--- src/sv/fir_filter_41_tap_macros.svh ---
// Assertion macros shared by the fir_filter_41_tap RTL.
// Depends on nothing; the including module must provide clk and rst_n.
`ifndef FIR_FILTER_41_TAP_MACROS_SVH
`define FIR_FILTER_41_TAP_MACROS_SVH

// A condition that must hold at every clock edge outside reset.
`define FIR41_ASSERT_ALWAYS(label, cond, msg) \
    label: assert property (@(posedge clk) disable iff (!rst_n) (cond)) \
        else $error(msg);

// A consequent that must hold in the same cycle as its antecedent.
`define FIR41_ASSERT_IMPLY(label, ante, cons, msg) \
    label: assert property (@(posedge clk) disable iff (!rst_n) (ante) |-> (cons)) \
        else $error(msg);

// A consequent that must hold in the cycle after its antecedent.
`define FIR41_ASSERT_NEXT(label, ante, cons, msg) \
    label: assert property (@(posedge clk) disable iff (!rst_n) (ante) |=> (cons)) \
        else $error(msg);

`endif

--- src/sv/fir41_pkg.sv ---
// Package for the fir_filter_41_tap block: widths, coefficient table and
// the command and status types between controller and datapath. No dependencies.
`default_nettype none

package fir41_pkg;

    localparam int SAMPLE_W       = 16;
    localparam int TAPS           = 41;
    localparam int TAP_W          = $clog2(TAPS);
    localparam int COEF_FRAC_BITS = 15;
    localparam int COEF_W         = 16;
    localparam int PROD_W         = SAMPLE_W + COEF_W;
    localparam int ACC_W          = PROD_W + TAP_W;
    localparam int OUT_MAX        = 2 ** (SAMPLE_W - 1) - 1;
    localparam int OUT_MIN        = -(2 ** (SAMPLE_W - 1));

    typedef logic signed [SAMPLE_W-1:0] sample_t;
    typedef logic signed [COEF_W-1:0]   coef_t;
    typedef logic [TAP_W-1:0]           tap_idx_t;

    localparam tap_idx_t LAST_TAP = tap_idx_t'(TAPS - 1);

    // Symmetric high-pass design, rounded to signed Q1.15.
    localparam coef_t COEF_Q15 [TAPS] = '{
        16'sd575,   16'sd759,   16'sd936,   16'sd1092,  16'sd1213,
        16'sd1286,  16'sd1301,  16'sd1249,  16'sd1126,  16'sd933,
        16'sd674,   16'sd358,   16'sd0,     -16'sd384,  -16'sd775,
        -16'sd1152, -16'sd1494, -16'sd1783, -16'sd2001, -16'sd2138,
        16'sd30583,
        -16'sd2138, -16'sd2001, -16'sd1783, -16'sd1494, -16'sd1152,
        -16'sd775,  -16'sd384,  16'sd0,     16'sd358,   16'sd674,
        16'sd933,   16'sd1126,  16'sd1249,  16'sd1301,  16'sd1286,
        16'sd1213,  16'sd1092,  16'sd936,   16'sd759,   16'sd575
    };

    function automatic coef_t tap_coef(input tap_idx_t idx);
        coef_t c;
        if (idx <= LAST_TAP)
        begin
            c = COEF_Q15[idx];
        end
        else
        begin
            c = '0;
        end
        return c;
    endfunction

    // Commands from the controller to the datapath.
    typedef struct packed {
        logic     load;    // take the sample, write the delay line, clear the sum
        logic     issue;   // read one tap of the delay line
        tap_idx_t tap;     // coefficient index for the tap being read
        logic     finish;  // round, saturate and load the output register
    } fir41_cmd_t;

    // Status from the datapath to the controller.
    typedef struct packed {
        logic pipe_busy;   // products still on their way into the accumulator
        logic out_free;    // the output register can take a new result
    } fir41_status_t;

endpackage

`default_nettype wire

--- src/sv/fir41_if.sv ---
// Valid/ready channel interfaces for the sample input and the filtered output.
// Depends on fir41_pkg.
`default_nettype none

interface fir41_in_if import fir41_pkg::*; ();
    logic    valid;
    logic    ready;
    sample_t sample_in;

    modport source (output valid, output sample_in, input ready);
    modport sink   (input valid, input sample_in, output ready);
endinterface

interface fir41_out_if import fir41_pkg::*; ();
    logic    valid;
    logic    ready;
    sample_t sample_out;

    modport source (output valid, output sample_out, input ready);
    modport sink   (input valid, input sample_out, output ready);
endinterface

`default_nettype wire

--- src/sv/fir41_ctrl.sv ---
// Sequencing controller for the FIR filter: accepts a sample, steps through
// the taps and closes the sum. Depends on fir41_pkg.
`default_nettype none

module fir41_ctrl import fir41_pkg::*;
(
    input  wire logic    clk,
    input  wire logic    rst_n,
    input  wire logic    in_valid,
    output logic         in_ready,
    output fir41_cmd_t   cmd,
    input  wire fir41_status_t status
);

    localparam logic [1:0] ST_IDLE  = 2'd0;
    localparam logic [1:0] ST_RUN   = 2'd1;
    localparam logic [1:0] ST_DRAIN = 2'd2;

    logic [1:0] state_reg;
    logic [1:0] state_next;
    tap_idx_t   tap_reg;
    tap_idx_t   tap_next;

    always_comb
    begin
        state_next = state_reg;
        tap_next   = tap_reg;
        in_ready   = 1'b0;
        cmd        = '0;
        cmd.tap    = tap_reg;
        unique case (state_reg)
            ST_IDLE:
            begin
                in_ready = 1'b1;
                if (in_valid)
                begin
                    cmd.load   = 1'b1;
                    tap_next   = '0;
                    state_next = ST_RUN;
                end
            end
            ST_RUN:
            begin
                cmd.issue = 1'b1;
                if (tap_reg == LAST_TAP)
                begin
                    state_next = ST_DRAIN;
                end
                else
                begin
                    tap_next = tap_reg + 1'b1;
                end
            end
            ST_DRAIN:
            begin
                if (!status.pipe_busy && status.out_free)
                begin
                    cmd.finish = 1'b1;
                    state_next = ST_IDLE;
                end
            end
            default:
            begin
                state_next = ST_IDLE;
            end
        endcase
    end

    always_ff @(posedge clk or negedge rst_n)
    begin
        if (!rst_n)
        begin
            state_reg <= ST_IDLE;
            tap_reg   <= '0;
        end
        else
        begin
            state_reg <= state_next;
            tap_reg   <= tap_next;
        end
    end

endmodule

`default_nettype wire

--- src/sv/fir41_datapath.sv ---
// Datapath of the FIR filter: delay-line memory, multiply-accumulate pipeline,
// rounding and saturation, output register. Depends on fir41_pkg, fir41_if, macros.
`default_nettype none
`include "fir_filter_41_tap_macros.svh"

module fir41_datapath import fir41_pkg::*;
(
    input  wire logic      clk,
    input  wire logic      rst_n,
    input  wire sample_t   sample_in,
    input  wire fir41_cmd_t cmd,
    output fir41_status_t  status,
    fir41_out_if.source    out_chan
);

    // Delay line: one write port, one registered read port.
    sample_t           mem [TAPS];
    logic [TAPS-1:0]   filled_reg;
    tap_idx_t          pos_reg;
    tap_idx_t          pos_next;
    tap_idx_t          rd_addr_reg;
    tap_idx_t          rd_addr_next;

    // Read stage.
    logic              s1_valid_reg;
    sample_t           rd_data_reg;
    logic              rd_filled_reg;
    coef_t             s1_coef_reg;
    sample_t           s1_sample;

    // Product stage and accumulator.
    logic                      s2_valid_reg;
    logic signed [PROD_W-1:0]  prod_reg;
    logic signed [ACC_W-1:0]   acc_reg;

    // Rounding and output.
    logic signed [ACC_W-1:0]   bias;
    logic signed [ACC_W-1:0]   biased;
    logic signed [ACC_W-1:0]   shifted;
    sample_t                   result;
    logic                      out_valid_reg;
    logic                      out_valid_next;
    sample_t                   out_data_reg;

    assign pos_next     = (pos_reg == LAST_TAP) ? '0 : pos_reg + 1'b1;
    assign rd_addr_next = (rd_addr_reg == '0) ? LAST_TAP : rd_addr_reg - 1'b1;
    assign s1_sample    = rd_filled_reg ? rd_data_reg : '0;

    always_ff @(posedge clk)
    begin
        if (cmd.load)
        begin
            mem[pos_reg] <= sample_in;
        end
        if (cmd.issue)
        begin
            rd_data_reg   <= mem[rd_addr_reg];
            rd_filled_reg <= filled_reg[rd_addr_reg];
            s1_coef_reg   <= tap_coef(cmd.tap);
        end
        if (s1_valid_reg)
        begin
            prod_reg <= s1_sample * s1_coef_reg;
        end
        if (cmd.load)
        begin
            acc_reg <= '0;
        end
        else if (s2_valid_reg)
        begin
            acc_reg <= acc_reg + ACC_W'(prod_reg);
        end
        if (cmd.finish)
        begin
            out_data_reg <= result;
        end
    end

    // Truncation toward zero: a negative sum is biased by one less than the
    // divisor before the arithmetic shift.
    always_comb
    begin
        bias    = '0;
        bias[COEF_FRAC_BITS-1:0] = {COEF_FRAC_BITS{acc_reg[ACC_W-1]}};
        biased  = acc_reg + bias;
        shifted = biased >>> COEF_FRAC_BITS;
        if (shifted > ACC_W'(OUT_MAX))
        begin
            result = sample_t'(OUT_MAX);
        end
        else if (shifted < ACC_W'(OUT_MIN))
        begin
            result = sample_t'(OUT_MIN);
        end
        else
        begin
            result = shifted[SAMPLE_W-1:0];
        end
    end

    assign out_valid_next = cmd.finish ? 1'b1 : (out_chan.ready ? 1'b0 : out_valid_reg);

    always_ff @(posedge clk or negedge rst_n)
    begin
        if (!rst_n)
        begin
            filled_reg    <= '0;
            pos_reg       <= '0;
            rd_addr_reg   <= '0;
            s1_valid_reg  <= 1'b0;
            s2_valid_reg  <= 1'b0;
            out_valid_reg <= 1'b0;
        end
        else
        begin
            if (cmd.load)
            begin
                filled_reg[pos_reg] <= 1'b1;
                pos_reg             <= pos_next;
                rd_addr_reg         <= pos_reg;
            end
            else if (cmd.issue)
            begin
                rd_addr_reg <= rd_addr_next;
            end
            s1_valid_reg  <= cmd.issue;
            s2_valid_reg  <= s1_valid_reg;
            out_valid_reg <= out_valid_next;
        end
    end

    assign status.pipe_busy  = s1_valid_reg | s2_valid_reg;
    assign status.out_free   = !out_valid_reg || out_chan.ready;
    assign out_chan.valid      = out_valid_reg;
    assign out_chan.sample_out = out_data_reg;

    `FIR41_ASSERT_ALWAYS(a_pos_range, pos_reg <= LAST_TAP, "write address out of range")
    `FIR41_ASSERT_ALWAYS(a_rd_range, rd_addr_reg <= LAST_TAP, "read address out of range")
    `FIR41_ASSERT_IMPLY(a_finish_drained, cmd.finish, !status.pipe_busy, "sum closed early")
    `FIR41_ASSERT_IMPLY(a_no_overwrite, cmd.finish, !out_valid_reg || out_chan.ready, "lost result")
    `FIR41_ASSERT_IMPLY(a_load_idle, cmd.load, !status.pipe_busy && !cmd.issue, "load while busy")

endmodule

`default_nettype wire

--- src/sv/fir_filter_41_tap.sv ---
// Top level of the 41-tap direct-form FIR filter.
// Depends on fir41_pkg, fir41_if, fir41_ctrl and fir41_datapath.
`default_nettype none

// fir_filter_41_tap filters signed 16-bit audio samples with a fixed,
// symmetric 41-tap high-pass design held as signed Q1.15 coefficients. Each
// input transaction carries one sample; it is written into a 41-entry circular
// delay line and exactly one output transaction follows, carrying the sum of
// the coefficients times that sample and the 40 before it, divided by 2^15
// with truncation toward zero and saturated to the signed 16-bit range. The
// delay line reads as zero after reset, so the first outputs see silence in
// the older taps. One sample is worked at a time. The delay line is written
// at the accepting edge; then the single read port of the delay-line memory
// delivers the taps one at a time to the shared multiply-accumulate unit,
// the read, multiply and accumulate stages empty, and the sum is rounded into
// the output register. The input is ready again in the cycle after the result
// is registered, so a new sample is only accepted once the previous result
// has reached the output register. A result waiting in the output register
// does not stop the next sample from being accepted; only the closing of the
// following sum waits until that result has been taken.

module fir_filter_41_tap import fir41_pkg::*;
(
    input  wire logic   clk,
    input  wire logic   rst_n,
    fir41_in_if.sink    in_chan,
    fir41_out_if.source out_chan
);

    fir41_cmd_t    cmd;
    fir41_status_t status;
    logic          in_ready;

    // The controller sequences the load, the 41 tap reads and the final
    // rounding; it sees the datapath only through the command and status
    // structures.
    fir41_ctrl u_ctrl
    (
        .clk      (clk),
        .rst_n    (rst_n),
        .in_valid (in_chan.valid),
        .in_ready (in_ready),
        .cmd      (cmd),
        .status   (status)
    );

    // The datapath owns the delay-line memory, the multiply-accumulate
    // pipeline and the output register that drives the output channel.
    fir41_datapath u_datapath
    (
        .clk       (clk),
        .rst_n     (rst_n),
        .sample_in (in_chan.sample_in),
        .cmd       (cmd),
        .status    (status),
        .out_chan  (out_chan)
    );

    assign in_chan.ready = in_ready;

endmodule

`default_nettype wire

--- src/flat_wrapper.sv ---
// flat-port wrapper written by rule: the top's interface ports become plain ports
module fir_filter_41_tap_flat import fir41_pkg::*;
  (clk, rst_n, in_chan_valid, in_chan_sample_in, in_chan_ready, out_chan_valid, out_chan_sample_out, out_chan_ready);
  fir41_in_if in_chan_i ();
  fir41_out_if out_chan_i ();
  input  wire logic clk;
  input  wire logic rst_n;
  input wire logic [$bits(in_chan_i.valid)-1:0] in_chan_valid;
  input wire logic [$bits(in_chan_i.sample_in)-1:0] in_chan_sample_in;
  output wire logic [$bits(in_chan_i.ready)-1:0] in_chan_ready;
  output wire logic [$bits(out_chan_i.valid)-1:0] out_chan_valid;
  output wire logic [$bits(out_chan_i.sample_out)-1:0] out_chan_sample_out;
  input wire logic [$bits(out_chan_i.ready)-1:0] out_chan_ready;
  assign in_chan_i.valid = in_chan_valid;
  assign in_chan_i.sample_in = in_chan_sample_in;
  assign in_chan_ready = in_chan_i.ready;
  assign out_chan_valid = out_chan_i.valid;
  assign out_chan_sample_out = out_chan_i.sample_out;
  assign out_chan_i.ready = out_chan_ready;
  fir_filter_41_tap u_core (.clk(clk), .rst_n(rst_n), .in_chan(in_chan_i), .out_chan(out_chan_i));
endmodule
--- config.mk ---
export PLATFORM = sky130hd
export DESIGN_NAME = fir_filter_41_tap_flat
export DESIGN_NICKNAME = d
export VERILOG_FILES = /design/src/sv/fir41_pkg.sv /design/src/sv/fir41_if.sv /design/src/sv/fir41_ctrl.sv /design/src/sv/fir41_datapath.sv /design/src/sv/fir_filter_41_tap.sv /design/src/flat_wrapper.sv
export VERILOG_INCLUDE_DIRS = /design/src /design/src/sv
export SDC_FILE = /design/constraint.sdc
export NUM_CORES = 2
export LEC_CHECK = 0
export BUFFER_PORTS_ARGS = -buffer_cell sky130_fd_sc_hd__buf_2
export CORE_AREA = 3 3 310 312
export CTS_CLUSTER_DIAMETER = 200
export DETAILED_ROUTE_END_ITERATION = 7
export DIE_AREA = 0 0 313 315
export PLACE_DENSITY = 0.6
export SLEW_MARGIN = 0
export SYNTH_ARGS = -nofsm -noshare
export SYNTH_HDL_FRONTEND = slang
export SYNTH_SLANG_ARGS = --single-unit
--- constraint.sdc ---
create_clock -name clk -period 14.6 [get_ports clk]
set_input_delay 1.46 -clock clk [delete_from_list [all_inputs] [get_ports clk]]
set_output_delay 1.46 -clock clk [all_outputs]
set_load 0.1 [all_outputs]
# Word-level counts from Yosys, hierarchy flattened
# Memory sizes are Yosys's and may differ from the RTL's. A register that Yosys moved wholly into a read port is not among the register bits.
# Index checks and enable logic that the tools add are counted.
[classes]
order_cmp = 6
n_eq_ne = 8
n_mux = 27
multipliers = 1
reduce_logical = 13
n_addsub = 5
bitwise_logic = 3
[op_table]
columns = ["operator", "count"]
rows = [
  ["$or 41x41->41", 1],
  ["$add 38x16->38", 1],
  ["$add 38x32->38", 1],
  ["$mux 6", 6],
  ["$mul 16x16->32", 1],
  ["$mux 16", 2],
  ["$gt 23x16->1 const B", 1],
  ["$lt 23x16->1 const B", 1],
  ["$lt 6x7->1 const B", 2],
  ["$add 6x1->6 const B", 2],
  ["$eq 6x6->1 const B", 2],
  ["$mux 1", 12],
  ["$pmux 6 s2", 1],
  ["$ne 2x2->1 const B", 4],
  ["$not 6->7", 1],
  ["$bmux 1 s6", 1],
  ["$demux 1 s6", 1],
  ["$ge 6x1->1 const B", 1],
  ["$le 6x6->1 const B", 1],
  ["$logic_not 6->1", 1],
  ["$mux 2", 3],
  ["$pmux 2 s3", 1],
  ["$reduce_and 3->1", 2],
  ["$reduce_bool 2->1", 3],
  ["8 further kinds", 11],
]
[totals]
word_cells = 77
ram_bits = 656
in_bits = 20
mem_bits_ro = 1024
reg_bits = 151
out_inout_bits = 18
n_memories = 2
[memory_table]
columns = ["memory", "depth", "word_bits", "rd", "rd_ports_with_merged_regs", "write_ports", "line_no", "source"]
rows = [
  ["(no name shown)", 64, 16, 1, 1, 0, "fir41_pkg.sv:40", "c = COEF_Q15[idx];"],
  ["u_core.u_datapath.mem", 41, 16, 1, 1, 1, "fir41_datapath.sv:17", "sample_t mem [TAPS];"],
]

# Logic depth before layout (Yosys ltp)
[logic_depth]
depth_word = 6
depth_mapped = 27
depth_no_buf = 24

# Hierarchy
# From an unflattened synthesis, not the netlist that was laid out.
[unflattened]
cells_unflattened = 3356
hier_area_um2 = 45368.5
[by_module_without_submodules]
columns = ["module", "seq_area_each_um2", "area_each_um2", "cells_each", "n_inst"]
rows = [
  ["fir41_datapath", 24233.2, 44881.8, 3304, 1],
  ["fir41_ctrl", 200.2, 486.7, 52, 1],
]

# Worst setup path after synthesis
# No wires, ideal clock.
[synth_path]
path_type = "register to register"
start = "register u_core.u_datapath.rd_filled_reg"
end = "register u_core.u_datapath.prod_reg[30], data pin"
synth_period_minus_slack_ns = 6.507
path_slack_ns = 8.093
n_path_buf = 3
required_ns = 14.342
stages_incl_launch_ff = 24
t_arrival_ns = 6.250
setup_ns = 0.258
path_cell_list = "edfxtp_1 -> clkbuf_1 -> clkbuf_1 -> and2_1 -> clkbuf_1 -> nand2_1 -> fa_1 -> fa_1 -> fa_1 -> inv_1 -> fa_1 -> fa_1 -> inv_1 -> fa_1 -> inv_1 -> ha_1 -> nand2_1 -> or2_2 -> o21bai_1 -> nand2_1 -> a221o_1 -> o311ai_0 -> a21oi_1 -> xnor2_1"
[synth_between]
elab_chain_cells = 2
[synth_lines]
columns = ["element", "line_no", "source"]
rows = [
  ["from (decl)", "fir41_datapath.sv:27", "logic rd_filled_reg;"],
  ["from (signal assigned)", "fir41_datapath.sv:58", "rd_filled_reg <= filled_reg[rd_addr_reg];"],
  ["$mux 16", "fir41_datapath.sv:47", "assign s1_sample = rd_filled_reg ? rd_data_reg : '0;"],
  ["$mul 16x16->32", "fir41_datapath.sv:63", "prod_reg <= s1_sample * s1_coef_reg;"],
  ["to (signal assigned)", "fir41_datapath.sv:63", ""],
  ["to (decl)", "fir41_datapath.sv:33", "logic signed [PROD_W-1:0] prod_reg;"],
]
# No other way between the ends.
# A chain may end at the register's enable or synchronous reset.

# Worst setup path after layout
[layout_path]
start = "register u_core.u_datapath.rd_filled_reg"
end = "register u_core.u_datapath.prod_reg[29], data pin"
# Same word-level chain as after synthesis.

==> results.cfg <==
[floorplanning]
core_region_area_sq_mm = 0.0933
die_w_um = 313
num_rows = 112
die_y_um = 315
io_pins = 38
initial_core_util = 0.481
die_area_sq_mm = 0.0986

[outcome]
status = finished clean

[timing]
finalCritPeriodShare = 0.513
slew_violations = 0
relSlewSlack = 0.325
setup_viol = 0
worst-slew-pin-transition_ps = 1010
fin_worst_skew_ps = 57.7
fin_crit_ps = 7490
timing.fmax_mhz = 134
hold_violations = 0
tns_ps = 0
rsz0062_at_grt = no

[yosys]
synth_common_cells = 735 x edfxtp_1, 350 x inv_1, 257 x fa_1
syn-num-nets = 3562
ys_ff_latch = 837
ys_seq_area_frac = 0.545
syn_area_sq_mm = 0.0449
yosysWarnings = 0
netlist.top_cell.by_area = edfxtp_1
synthCells = 3139
yosys.cell_count.top_type = edfxtp_1
synth_area_leaders = edfxtp_1 49%, fa_1 11%, mux4_2 10%, ha_1 4.1%, dfrtp_1 3.6%
synthArstFlopShare = 0.0765
ys.flop_type = edfxtp_1
synthDistinctLibCells = 72
synth-edff-count = 735
synth.top_cell.area_share = 0.492
avgSynthCellArea_sq_um = 14.3

[worst_setup_path]
start_kind = flip-flop
cp_common_cell = fa_1
max_stage_delay_ps = 650
endpoint_kind = flip-flop
critPathKind = flip-flop to flip-flop
crit_family = adder cells
worstPathMaxFanout = 115
crit_required_ps = 14980
cp.buffers_inverters = 4
crit_slowest_cell = buf_4
path_cells = buf_4 > and2_1 > nand2_1 > fa_1 > fa_1 > fa_1 > inv_1 > fa_1 > fa_1 > inv_1 > fa_1 > inv_1 > ha_1 > nand2_1 > or2_2 > o221ai_1 > a41oi_1 > o21ai_0 > and2_1 > o21ai_0 > and2_1 > xnor2_1
cp.arrival_ps = 7870

[clock_network]
path_clk_slew_ps = 60
cts_root_buf = clkbuf_16
cts_hold_buf = 0
clk_latency_ps = 680
cts_tree = done
cts_sinks = 837
numCtsBuffers = 90
cts_setup_buffers = 0
h-tree-depth = 3
cts_resized = 0
cts_buffer_depth = 3

[final_layout]
seq_area_sq_mm = 0.0244
drive_gt1_frac = 0.158
multi_input_area_sq_mm = 0.0185
areaGrowthSynthToFinish_pct = 10.3
finish.net_count = 3604
largest_reg_flops = 656
fillers = 7746

[routing]
drt-wirelength-per-cell_um = 23.6
vias_per_cell = 5.64
drc = 0
num_vias = 25500
drtIter0Drc = 2066
drt_pass1_iterations = 6
wl_um = 106000
antenna_left = 0

[placed_design]
hpwl_um = 71400
port_buffers = 37
place.gp.congestion = 0.878

[worst_hold_path]
min_path_type = flip-flop to flip-flop

[grt]
grt_first_pass_wirelength_um = 164000
grt_max_degree = 116
grt_overflow = 0
antenna_found_initial = 6
grt_pass1_vias = 26700
grt_use_total = 0.220

[job]
maxCapViolCount = 0
[cell type report]
| class | count | share of cell area |
|---|---|---|
| Multi-Input combinational cell | 1799 | 0.375 |
| Clock buffer | 130 | 0.0506 |
| Sequential cell | 837 | 0.494 |
| Tap cell | 1254 | 0.0317 |
| Inverter | 354 | 0.0269 |
| Antenna cell | 2 | 0.000101 |
| Timing Repair Buffer | 99 | 0.0135 |
| Clock inverter | 38 | 0.00825 |
[cells by family (layout without fill, tap and decap cells)]
family / count (synthesis) / count (layout) / synth area share
other cells: 0 / 2 / 0
simple gates: 692 / 692 / 0.0741
fa+ha+maj: 403 / 403 / 0.155
flops: 837 / 837 / 0.545
compound gates: 348 / 348 / 0.0480
buf+inv: 503 / 621 / 0.0426
mux: 265 / 265 / 0.117
xor+xnor: 91 / 91 / 0.0178
[per-stage QoR]
step / hold WS (ps) / util / cells / setup WS [ps] / instance area (sq um)
after CTS: 464 / 0.530 / 4511 / 7110 / 49500
after floorplan: 434 / - / 3139 / 8090 / 44900
final: 461 / 0.530 / 4513 / 7110 / 49500
after detailed placement: 449 / 0.499 / 4343 / 7170 / 46600
after global placement: 446 / 0.499 / 4343 / 7330 / 46600
after global routing: 473 / 0.530 / 4511 / 6600 / 49500
[final timing paths]
kind / slack (ps) / cells after the start / endpoint / from
min: 460 / 1 / u_core.u_datapath.filled_reg[18] / u_core.u_datapath.filled_reg[18]
max in group asynchronous: 12810 / 2 / u_core.u_datapath.s2_valid_reg / rst_n
min reg2reg: 460 / 1 / u_core.u_datapath.filled_reg[18] / u_core.u_datapath.filled_reg[18]
max: 7110 / 22 / u_core.u_datapath.prod_reg[29] / u_core.u_datapath.rd_filled_reg
max reg2reg: 7110 / 22 / u_core.u_datapath.prod_reg[29] / u_core.u_datapath.rd_filled_reg
min in group asynchronous: 690 / 1 / u_core.u_datapath.filled_reg[0] / rst_n
[layout by cell type (no fill, tap or decap), types with 15 or more instances in the layout]
cell type	n
a211oi_1	17
a21o_1	21
a21oi_1	94
and2_1	24
and3_1	102
buf_2	36
buf_4	62
clkbuf_1	30
clkbuf_16	90
clkinv_1	15
dfrtp_1	59
dfxtp_1	38
edfxtp_1	735
fa_1	257
ha_1	146
inv_1	350
mux2i_1	56
mux4_2	209
nand2_1	224
nand2b_1	17
nand3_1	42
nor2_1	152
nor2b_1	15
nor3_1	22
o21ai_0	122
or2_2	49
xnor2_1	67
xor2_1	24
[metal layers]
metal	vias to the layer above	GRT usage	part of all wire
met2	642	0.372	0.50
met1	13200	0.296	0.43
met4	4	0.0687	0.029
li1	11400	-	-
met5	-	0	0.00022
met3	183	0.0312	0.047
Power is left out: the tool's default activity adds up to more than one toggle a clock period on the data nets, which glitch-free logic cannot reach.
